**src/rtl/binomial_coefficient_saturating_assert.svh**
```systemverilog
// Assertion macros used by the top RTL file of the binomial coefficient block.
`ifndef BINOMIAL_COEFFICIENT_SATURATING_ASSERT_SVH
`define BINOMIAL_COEFFICIENT_SATURATING_ASSERT_SVH

// Same-cycle implication, checked outside reset.
`define BCS_ASSERT_NOW(lbl, ante, cons, msg) \
  lbl: assert property (@(posedge clk) disable iff (!rst_n) (ante) |-> (cons)) \
    else $error(msg);

// Next-cycle implication, checked outside reset.
`define BCS_ASSERT_NEXT(lbl, ante, cons, msg) \
  lbl: assert property (@(posedge clk) disable iff (!rst_n) (ante) |=> (cons)) \
    else $error(msg);

`endif

```
**src/rtl/bcs_pkg.sv**
```systemverilog
`default_nettype none
package bcs_pkg;
  localparam int NW = 32;          // width of n and k
  localparam int CW = 31;          // width of the running value and factors
  localparam int PW = 2 * CW;      // width of a product
  localparam int IW = 5;           // width of the round index (at most 17)
  localparam int PCW = 6;          // width of the divider bit counter
  localparam int MCW = 5;          // width of the multiplier bit counter
  localparam logic [CW-1:0] COMB_SAT = {CW{1'b1}};
endpackage
`default_nettype wire

```
**src/rtl/binomial_coefficient_saturating.sv**
```systemverilog
// Saturating binomial coefficient C(n,k).
// Input channel (in_*): one transaction carries n in in_tdata[31:0] and k in
// in_tdata[63:32], both two's complement. Output channel (out_*): one
// transaction per input, C(n,k) in out_tdata[30:0], zero when n or k is
// negative or k exceeds n, and 2147483647 once the value would exceed it.
// The block takes one transaction at a time. After acceptance S_CHECK
// checks the operands and S_ORIENT folds k to min(k, n-k). Each round of
// c = c * (n-k+i) / i then runs the shift-and-add multiplier, then the
// restoring divider, with handoffs through S_MSTART, S_MWAIT and S_DWAIT.
// At most 17 rounds run before saturation. Invalid operands go from S_CHECK
// straight to S_FIN, C(n,0) and C(n,n) go there from S_ORIENT, and the block
// is ready for the next transaction once its result enters the output register.
// The result waits in an output register; a new transaction is accepted
// while it waits, and only the next result is held back if the receiver
// still stalls. Synchronous active-low reset empties the output register
// and returns the controller to idle.
`default_nettype none
module binomial_coefficient_saturating
  import bcs_pkg::*;
(
  input  wire logic        clk,
  input  wire logic        rst_n,
  input  wire logic        in_tvalid,
  output logic             in_tready,
  input  wire logic [63:0] in_tdata,   // [31:0] set_size, [63:32] choose_count
  output logic             out_tvalid,
  input  wire logic        out_tready,
  output logic [31:0]      out_tdata   // [30:0] combinations, [31] zero
);
  typedef enum logic [2:0] {
    S_IDLE, S_CHECK, S_ORIENT, S_MSTART, S_MWAIT, S_DWAIT, S_FIN
  } state_t;

  state_t               state_r;
  logic signed [NW-1:0] n_r;
  logic signed [NW-1:0] k_r;
  logic [CW-1:0]        diff_r;
  logic [CW-1:0]        kk_r;
  logic [CW-1:0]        factor_r;
  logic [CW-1:0]        c_r;
  logic [IW-1:0]        i_r;
  logic [CW-1:0]        res_r;
  logic [CW-1:0]        out_data_r;
  logic                 out_valid_r;

  logic                 in_fire;
  logic                 mul_start;
  logic                 mul_done;
  logic [PW-1:0]        product;
  logic                 div_done;
  logic [PW-1:0]        quotient;
  logic                 over;
  logic [NW-1:0]        diff_full;

  assign in_tready = (state_r == S_IDLE);
  assign in_fire   = in_tvalid && in_tready;
  assign mul_start = (state_r == S_MSTART);
  assign over      = |quotient[PW-1:CW];
  assign diff_full = n_r - k_r;

  bcs_mul u_mul (
    .clk     (clk),
    .rst_n   (rst_n),
    .start   (mul_start),
    .mcand   (c_r),
    .mplier  (factor_r),
    .done    (mul_done),
    .product (product)
  );

  bcs_div u_div (
    .clk      (clk),
    .rst_n    (rst_n),
    .start    (mul_done),
    .dividend (product),
    .divisor  (i_r),
    .done     (div_done),
    .quotient (quotient)
  );

  always_ff @(posedge clk) begin
    if (!rst_n) begin
      state_r     <= S_IDLE;
      out_valid_r <= 1'b0;
    end else begin
      // In S_FIN the output register is reloaded below instead.
      if (out_valid_r && out_tready && (state_r != S_FIN)) begin
        out_valid_r <= 1'b0;
      end
      case (state_r)
        S_IDLE: begin
          if (in_fire) begin
            n_r     <= in_tdata[31:0];
            k_r     <= in_tdata[63:32];
            state_r <= S_CHECK;
          end
        end
        S_CHECK: begin
          if (n_r[NW-1] || k_r[NW-1] || (k_r > n_r)) begin
            res_r   <= '0;
            state_r <= S_FIN;
          end else begin
            diff_r  <= diff_full[CW-1:0];
            state_r <= S_ORIENT;
          end
        end
        S_ORIENT: begin
          // With k folded to n-k, the base n-k of the product becomes k itself.
          if (k_r[CW-1:0] > diff_r) begin
            kk_r     <= diff_r;
            factor_r <= k_r[CW-1:0] + 1'b1;
          end else begin
            kk_r     <= k_r[CW-1:0];
            factor_r <= diff_r + 1'b1;
          end
          c_r <= CW'(1);
          i_r <= IW'(1);
          if (k_r[CW-1:0] == '0 || diff_r == '0) begin
            res_r   <= CW'(1);
            state_r <= S_FIN;
          end else begin
            state_r <= S_MSTART;
          end
        end
        S_MSTART: begin
          state_r <= S_MWAIT;
        end
        S_MWAIT: begin
          if (mul_done) begin
            state_r <= S_DWAIT;
          end
        end
        S_DWAIT: begin
          if (div_done) begin
            if (over) begin
              res_r   <= COMB_SAT;
              state_r <= S_FIN;
            end else if ({{(CW-IW){1'b0}}, i_r} == kk_r) begin
              res_r   <= quotient[CW-1:0];
              state_r <= S_FIN;
            end else begin
              c_r      <= quotient[CW-1:0];
              i_r      <= i_r + 1'b1;
              factor_r <= factor_r + 1'b1;
              state_r  <= S_MSTART;
            end
          end
        end
        S_FIN: begin
          if (!out_valid_r || out_tready) begin
            out_data_r  <= res_r;
            out_valid_r <= 1'b1;
            state_r     <= S_IDLE;
          end
        end
        default: begin
          state_r <= S_IDLE;
        end
      endcase
    end
  end

  assign out_tvalid = out_valid_r;
  assign out_tdata  = {1'b0, out_data_r};

`include "binomial_coefficient_saturating_assert.svh"

  `BCS_ASSERT_NEXT(a_accept_to_check, in_fire, state_r == S_CHECK, "accept did not start a check")
  `BCS_ASSERT_NOW(a_mul_done_state, mul_done, state_r == S_MWAIT, "multiplier finished out of turn")
  `BCS_ASSERT_NOW(a_div_done_state, div_done, state_r == S_DWAIT, "divider finished out of turn")
  `BCS_ASSERT_NOW(a_quot_nonzero, div_done && !over, quotient != '0, "running value became zero")

endmodule
`default_nettype wire

```
**src/rtl/bcs_mul.sv**
```systemverilog
`default_nettype none
module bcs_mul
  import bcs_pkg::*;
(
  input  wire logic          clk,
  input  wire logic          rst_n,
  input  wire logic          start,
  input  wire logic [CW-1:0] mcand,
  input  wire logic [CW-1:0] mplier,
  output logic               done,
  output logic [PW-1:0]      product
);
  // Shift-and-add multiplier: one multiplier bit retires per cycle.
  logic [CW-1:0]  mc_r;
  logic [CW-1:0]  hi_r;
  logic [CW-1:0]  lo_r;
  logic [MCW-1:0] cnt_r;
  logic           busy_r;
  logic           done_r;
  logic [CW:0]    sum;

  assign sum = {1'b0, hi_r} + (lo_r[0] ? {1'b0, mc_r} : {(CW+1){1'b0}});

  always_ff @(posedge clk) begin
    if (!rst_n) begin
      busy_r <= 1'b0;
      done_r <= 1'b0;
      cnt_r  <= '0;
    end else begin
      done_r <= 1'b0;
      if (start) begin
        busy_r <= 1'b1;
        cnt_r  <= '0;
        mc_r   <= mcand;
        hi_r   <= '0;
        lo_r   <= mplier;
      end else if (busy_r) begin
        hi_r  <= sum[CW:1];
        lo_r  <= {sum[0], lo_r[CW-1:1]};
        cnt_r <= cnt_r + 1'b1;
        if (cnt_r == MCW'(CW - 1)) begin
          busy_r <= 1'b0;
          done_r <= 1'b1;
        end
      end
    end
  end

  assign done    = done_r;
  assign product = {hi_r, lo_r};
endmodule
`default_nettype wire

```
**src/rtl/bcs_div.sv**
```systemverilog
`default_nettype none
module bcs_div
  import bcs_pkg::*;
(
  input  wire logic          clk,
  input  wire logic          rst_n,
  input  wire logic          start,
  input  wire logic [PW-1:0] dividend,
  input  wire logic [IW-1:0] divisor,
  output logic               done,
  output logic [PW-1:0]      quotient
);
  // Restoring divider by a small divisor: one quotient bit per cycle.
  // The dividend shifts out at the top while quotient bits enter at the bottom.
  logic [PW-1:0]  q_r;
  logic [IW-1:0]  rem_r;
  logic [IW-1:0]  dv_r;
  logic [PCW-1:0] cnt_r;
  logic           busy_r;
  logic           done_r;
  logic [IW:0]    trial;
  logic           fits;
  logic [IW:0]    diff;

  assign trial = {rem_r, q_r[PW-1]};
  assign fits  = trial >= {1'b0, dv_r};
  assign diff  = trial - {1'b0, dv_r};

  always_ff @(posedge clk) begin
    if (!rst_n) begin
      busy_r <= 1'b0;
      done_r <= 1'b0;
      cnt_r  <= '0;
    end else begin
      done_r <= 1'b0;
      if (start) begin
        busy_r <= 1'b1;
        cnt_r  <= '0;
        q_r    <= dividend;
        rem_r  <= '0;
        dv_r   <= divisor;
      end else if (busy_r) begin
        // The remainder stays below the divisor, so it fits the narrow register.
        rem_r <= fits ? diff[IW-1:0] : trial[IW-1:0];
        q_r   <= {q_r[PW-2:0], fits};
        cnt_r <= cnt_r + 1'b1;
        if (cnt_r == PCW'(PW - 1)) begin
          busy_r <= 1'b0;
          done_r <= 1'b1;
        end
      end
    end
  end

  assign done     = done_r;
  assign quotient = q_r;
endmodule
`default_nettype wire

```
**config.mk**
```make
export PLATFORM = sky130hd
export DESIGN_NAME = binomial_coefficient_saturating
export DESIGN_NICKNAME = d
export VERILOG_FILES = /design/src/rtl/bcs_pkg.sv /design/src/rtl/binomial_coefficient_saturating.sv /design/src/rtl/bcs_mul.sv /design/src/rtl/bcs_div.sv
export VERILOG_INCLUDE_DIRS = /design/src /design/src/rtl
export SDC_FILE = /design/constraint.sdc
export NUM_CORES = 1
export LEC_CHECK = 0
export BUFFER_PORTS_ARGS = -buffer_cell sky130_fd_sc_hd__buf_2
export CAP_MARGIN = 25
export CORE_ASPECT_RATIO = 2
export CORE_MARGIN = 1
export CORE_UTILIZATION = 40
export CTS_CLUSTER_SIZE = 8
export DETAILED_ROUTE_END_ITERATION = 8
export PLACE_DENSITY = 0.65
export REMOVE_ABC_BUFFERS = 1
export SYNTH_ARGS = -nofsm -noshare
export SYNTH_HDL_FRONTEND = slang
export SYNTH_SLANG_ARGS = --single-unit
```
**constraint.sdc**
```tcl
create_clock -name clk -period 23.6 [get_ports clk]
set_clock_uncertainty 0.15 [all_clocks]
set_input_delay 1.18 -clock clk [delete_from_list [all_inputs] [get_ports clk]]
set_output_delay 1.18 -clock clk [all_outputs]
set_load 0.005 [all_outputs]
```
**Yosys cells after proc, flatten, opt, wreduce, memory -nomap -nowiden**

Cells that the tools add are included.

- $add $sub $neg: 9
- $lt $le $gt $ge: 3
- Equality and inequality tests: 19
- Mux-type cells: 48
- Bitwise operators: 4
- Reduce and logical (&&, ||, !) cells: 31

Operators by type and width:

| cell | count |
|---|---|
| 2-to-1 mux 31 bit | 17 |
| 2-to-1 mux 62 bit | 2 |
| one-hot mux 31 bit (2 select lines) | 2 |
| adder 31 x 1 -> 31 bit, second input constant | 3 |
| one-hot mux 31 bit (3 select lines) | 1 |
| zero test 31 bit | 2 |
| adder 31 x 32 -> 32 bit | 1 |
| greater-than comparator 32 bit | 1 |
| equality test 5 x 31 -> 1 bit | 1 |
| greater-than comparator 31 bit | 1 |
| OR reduction 31 bit | 1 |
| subtractor 31 bit | 1 |
| 2-to-1 mux 5 bit | 5 |
| 2-to-1 mux 3 bit | 8 |
| one-hot mux 3 bit (7 select lines) | 1 |
| 2-to-1 mux 1 bit | 11 |
| adder 5 x 1 -> 5 bit, second input constant | 2 |
| != test 2 bit, second input constant | 5 |
| one-hot mux 5 bit (2 select lines) | 1 |
| AND reduction 2 bit | 5 |
| equality test 3 bit, second input constant | 3 |
| AND reduction 3 bit | 3 |
| adder 6 x 1 -> 6 bit, second input constant | 1 |
| equality test 3 x 2 -> 1 bit, second input constant | 2 |
| 19 further kinds | 34 |

- Register bits after elaboration: 439
- Input bits: 68
- Output and inout port bits: 34
- Word-level logic and storage cells: 137

**Longest topological paths before layout**

- Word-level depth: 5
- Gate-level depth with buffers: 18
- Gate-level depth less buffers: 15

**By module**

From an unflattened synthesis, not the netlist that was laid out.

- Cell total of the unflattened synthesis: 1927
- Area total of the unflattened synthesis: 22749.3 µm²

By module, submodules not included:

| module | times used | cells an instance | area each (µm²) |
|---|---|---|---|
| binomial_coefficient_saturating | 1 | 1254 | 13848.3 |
| bcs_mul | 1 | 450 | 5373.9 |
| bcs_div | 1 | 223 | 3527.1 |

**Worst setup path before layout**

OpenSTA, ideal clock, no wires.

- Path type: reg-to-reg
- Start point: register state_r[0]
- End point: register c_r[0], enable pin
- Setup time: 595 ps
- Arrival: 7176 ps
- Slack: 15680 ps
- Cell stages (with the launch flop): 10
- Buffers on the path: 5
- Cell sequence: dfxtp_1 -> nand2_1 -> nor2_1 -> clkbuf_1 -> clkbuf_1 -> clkbuf_1 -> clkbuf_1 -> buf_1 -> nand3_1 -> a21boi_0

- Longest elaborated chain between the ends: 3
- Elaborated cells on any way between the ends: 7
- Those cells by class: 5 x eq/ne; 2 x reduce/logical

RTL lines:

| element | line | source |
|---|---|---|
| from (decl) | binomial_coefficient_saturating.sv:34 | `state_t state_r;` |
| from (signal assigned) | binomial_coefficient_saturating.sv:83 | `state_r <= S_IDLE;` |
| from (signal assigned) | binomial_coefficient_saturating.sv:95 | `state_r <= S_CHECK;` |
| from (signal assigned) | binomial_coefficient_saturating.sv:101 | `state_r <= S_FIN;` |
| equality test 3 bit / equality test 3 x 2 -> 1 bit (equally long branches) | binomial_coefficient_saturating.sv:90 | `case (state_r)` |
| != test 2 bit (no source line) (tied with other cells) | -- |  |
| AND reduction 5 bit (no source line) * | -- |  |
| to (signal assigned) | binomial_coefficient_saturating.sv:142 | `c_r <= quotient[CW-1:0];` |
| to (decl) | binomial_coefficient_saturating.sv:40 | `logic [CW-1:0] c_r;` |

Every way passes the cells marked *; elsewhere a longest branch is shown, timed or not.
A chain may end at the register's enable or synchronous reset.

**Worst setup path after layout**

- Start point: register diff_r[26]
- End point: register factor_r[22], data pin

- Longest elaborated chain between the ends: 3

RTL lines:

| element | line | source |
|---|---|---|
| from (decl) | binomial_coefficient_saturating.sv:37 | `logic [CW-1:0] diff_r;` |
| from (signal assigned) | binomial_coefficient_saturating.sv:103 | `diff_r <= diff_full[CW-1:0];` |
| greater-than comparator 31 bit | binomial_coefficient_saturating.sv:109 | `if (k_r[CW-1:0] > diff_r) begin` |
| 2-to-1 mux 31 bit | binomial_coefficient_saturating.sv:109 |  |
| one-hot mux 31 bit (2 select lines) | binomial_coefficient_saturating.sv:90 |  |
| to (signal assigned) | binomial_coefficient_saturating.sv:111 | `factor_r <= k_r[CW-1:0] + 1'b1;` |
| to (signal assigned) | binomial_coefficient_saturating.sv:114 | `factor_r <= diff_r + 1'b1;` |
| to (signal assigned) | binomial_coefficient_saturating.sv:144 | `factor_r <= factor_r + 1'b1;` |
| to (decl) | binomial_coefficient_saturating.sv:39 | `logic [CW-1:0] factor_r;` |

Every way passes these cells.

==> flow_summary_export.csv <==
group,metric,value,unit
worst_setup_path,critPathKind,"register to register",
synth,yosysMostFrequentCell,"edfxtp_1",
synth,synth_flop_cell,"edfxtp_1",
cts,clock_sinks,439,
cts,clock_latency,0.61,ns
worst_setup_path,worstPathRequired,23.79,ns
floorplanning,rows,122,
placement,place_hpwl,40100,um
synth,synth-edff-count,420,
min_path,hp-class,"register to register",
synth,ys_warn_count,0,
layout,drive_gt1_share,13.4,%
placement,place.gp.congestion,0.897,
layout,syn_to_final_growth,13.7,%
pwr,p_leak,0.00997,uW
route,drc,0,
timing,setup_tns,0,ns
floorplanning,chipHeight,336,um
pwr,powerDensity,86.5,nW/um^2
cts,clk_path_buf_depth,3,
timing,clock.fmax,0.173,GHz
pwr,p_int,1570,uW
worst_setup_path,start_kind,"register",
worst_setup_path,crit_fanout,46,
route,wirelength,53000,um
synth,synthTopCellsByCount,"edfxtp_1 (420), nand2_1 (290), inv_1 (157)",
cts,cts.clk_slew.worst_paths,0.06,ns
grt,grt_pass1_wl,82600,um
floorplanning,dieArea,56800,sq um
worst_setup_path,crit_arrival,5.98,ns
cts,cts_tree,"yes",
timing,slew_headroom,25.9,%
route,drtPass1Iterations,6,
pwr,swShare,28.5,%
layout,fin_util,45.9,%
pwr,p_sw,626,uW
timing,slew_viol_final,0,
route,vias,14700,
placement,io_buffers,100,
floorplanning,start_util,40.4,%
timing,hold_viol_final,0,
grt,grt_usage,19.0,%
job,drv_cap,0,
synth,yosysTopAreaCell,"edfxtp_1",
cts,cts_max_level,2,
pwr,ir_drop,0.0566,mV
synth,synthCells,1926,
synth,yosysSeqAreaShare,58.3,%
floorplanning,ios,102,
timing,finalCritPeriodShare,24.5,%
route,drt_iter0_markers,946,
grt,grt_pass1_vias,15400,
layout,n_antenna_cell,0,
pwr,seqPwrFrac,45.6,%
timing,tightest_slew,1.10,ns
synth,async_flop_share,0,%
floorplanning,die_x,169,um
grt,grt_overflow,0,
cts,post_cts.repair.setup_buffers,0,
route,routedWlPerCell,18.8,um
worst_setup_path,endpoint_kind,"register",
cts,cts-root-buf,"clkbuf_16",
pwr,clkPwrFrac,35.8,%
synth,synth_top_area_share,56.6,%
timing,finalSetupViolCount,0,
cts,postCtsHoldBufs,0,
cts,cts_buffers,60,
route,vias_per_cell,5.20,
timing,fin_crit,5.78,ns
timing,rsz0062_at_grt,"no",
synth,yosysUniqueCellTypes,72,
synth,ys_top_cells_by_area,"edfxtp_1 (57%), ha_1 (7.6%), nand2_1 (4.9%)",
synth,ys_ff_latch,439,
cts,ctsResizeCount,0,
pwr,p_comb_share,18.7,%
synth,synthesis.area,22300,sq um
route,detail-route-antenna-nets,0,
grt,grt_max_degree,73,
layout,layout.nets,2252,
status,status,"finished clean",
floorplanning,core,55300,sq um
synth,syn_area_per_cell,11.6,sq um
grt,antenna_found_initial,1,
==> stage by stage <==
step	std cells	power [uW]	cell area [sq um]	setup slack [ns]	hold slack (ns)
after floorplan	1863	1290	22000	14.28	0.250
after global placement	2726	1410	23700	17.87	0.253
after detailed placement	2726	1420	23700	17.83	0.255
after CTS	2824	2220	25400	17.82	0.261
after global routing	2825	2290	25400	17.58	0.266
final	2825	2190	25400	17.82	0.260
==> power by group through the flow <==
stage / sequential (uW) / clock, uW / combinational (uW)
after floorplan: 999 / 0 / 291
after global placement: 1010 / 0 / 399
after detailed placement: 1010 / 0 / 409
after CTS: 999 / 805 / 411
after global routing: 1010 / 832 / 455
final: 999 / 785 / 410
==> per-layer routing <==
| metal | vias up | routed length, um | global-route usage (%) |
|---|---|---|---|
| li1 | 7138 | - | - |
| met1 | 7036 | 18200 | 18.0 |
| met2 | 385 | 29500 | 37.6 |
| met3 | 138 | 1820 | 2.27 |
| met4 | 2 | 3420 | 12.3 |
| met5 | - | 13 | 0 |
==> critical path, cell delays in order (launching register included) <==
cell	delay (ns)
edfxtp_1	0.59
inv_1	0.09
ha_1	0.33
nand4_1	0.17
nor3_1	0.74
o311ai_2	0.36
o211a_2	0.27
a21boi_4	0.65
buf_4	0.50
nand2_1	0.10
a21oi_1	0.14
a21o_1	0.12
ha_1	0.28
and4_4	0.30
nand4_2	0.22
nor4b_2	0.37
xor2_1	0.10
==> cells in the final DEF (no fill, tap or decap), types with 4 or more instances in the layout <==
master	synthesis	final
a211oi_1	11	11
nand2b_1	18	18
clkbuf_1	52	36
o211ai_1	10	10
nor2b_1	15	15
nand3b_1	4	4
o31ai_1	8	8
o21ai_0	87	86
buf_4	2	19
nor2_1	98	96
clkbuf_16	0	60
a21oi_1	111	111
mux2_2	62	62
nand3_1	20	20
xor2_1	38	38
a21o_1	36	36
nor3_1	30	29
a221o_1	4	4
and4_1	5	5
buf_2	4	100
nand2_1	290	290
and2_1	37	37
inv_1	157	157
ha_1	136	136
nor4_1	37	37
edfxtp_1	420	420
dfxtp_1	19	18
o21bai_1	5	5
mux2i_1	12	12
o21ai_1	6	6
xnor2_1	61	61
nand4_1	35	35
o21a_1	12	10
or3_1	6	6
a21boi_0	7	6
==> cell type report <==
type                       instances  area [sq um]
timing repair buffer             120           648
tap                              744           931
fill                            5100         29900
sequential                       439         13000
multi-input combinational       1267          8510
clock buffer                      96          1640
inverter                         157           589
clock inverter                     2          50.0
==> logic make-up (layout without fill, tap and decap cells) <==
logic type | count (synthesis) | after routing | synth area share (%)
other | 1 | 1 | 0.0168
multiplexers | 75 | 75 | 3.74
AO/OA/AOI/OAI | 335 | 335 | 9.37
XOR/XNOR | 99 | 99 | 3.89
buffers and inverters | 220 | 375 | 3.76
flip-flops | 439 | 439 | 58.3
AND/OR/NAND/NOR | 618 | 618 | 13.1
adder cells (fa/ha/maj) | 139 | 139 | 7.90
==> path summary, 6_finish.rpt <==
path	start	end	slack [ns]	cells past startpoint
worst min-delay path	c_r[5]	u_mul.mc_r[5]	0.26	0
worst max register to register	diff_r[26]	factor_r[22]	17.82	16
worst min register to register	c_r[5]	u_mul.mc_r[5]	0.26	0
worst max-delay path	diff_r[26]	factor_r[22]	17.82	16
==> state kept, by name, summed over array words and instances (netlist names), 6 cells and up <==
register,count
u_div.cnt_r,6
k_r,32
u_mul.hi_r,31
diff_r,31
u_div.quotient,62
u_mul.lo_r,31
factor_r,31
out_data_r,31
u_mul.mc_r,31
res_r,31
kk_r,31
c_r,31
n_r,32
Power figures use the tool's default switching activity.
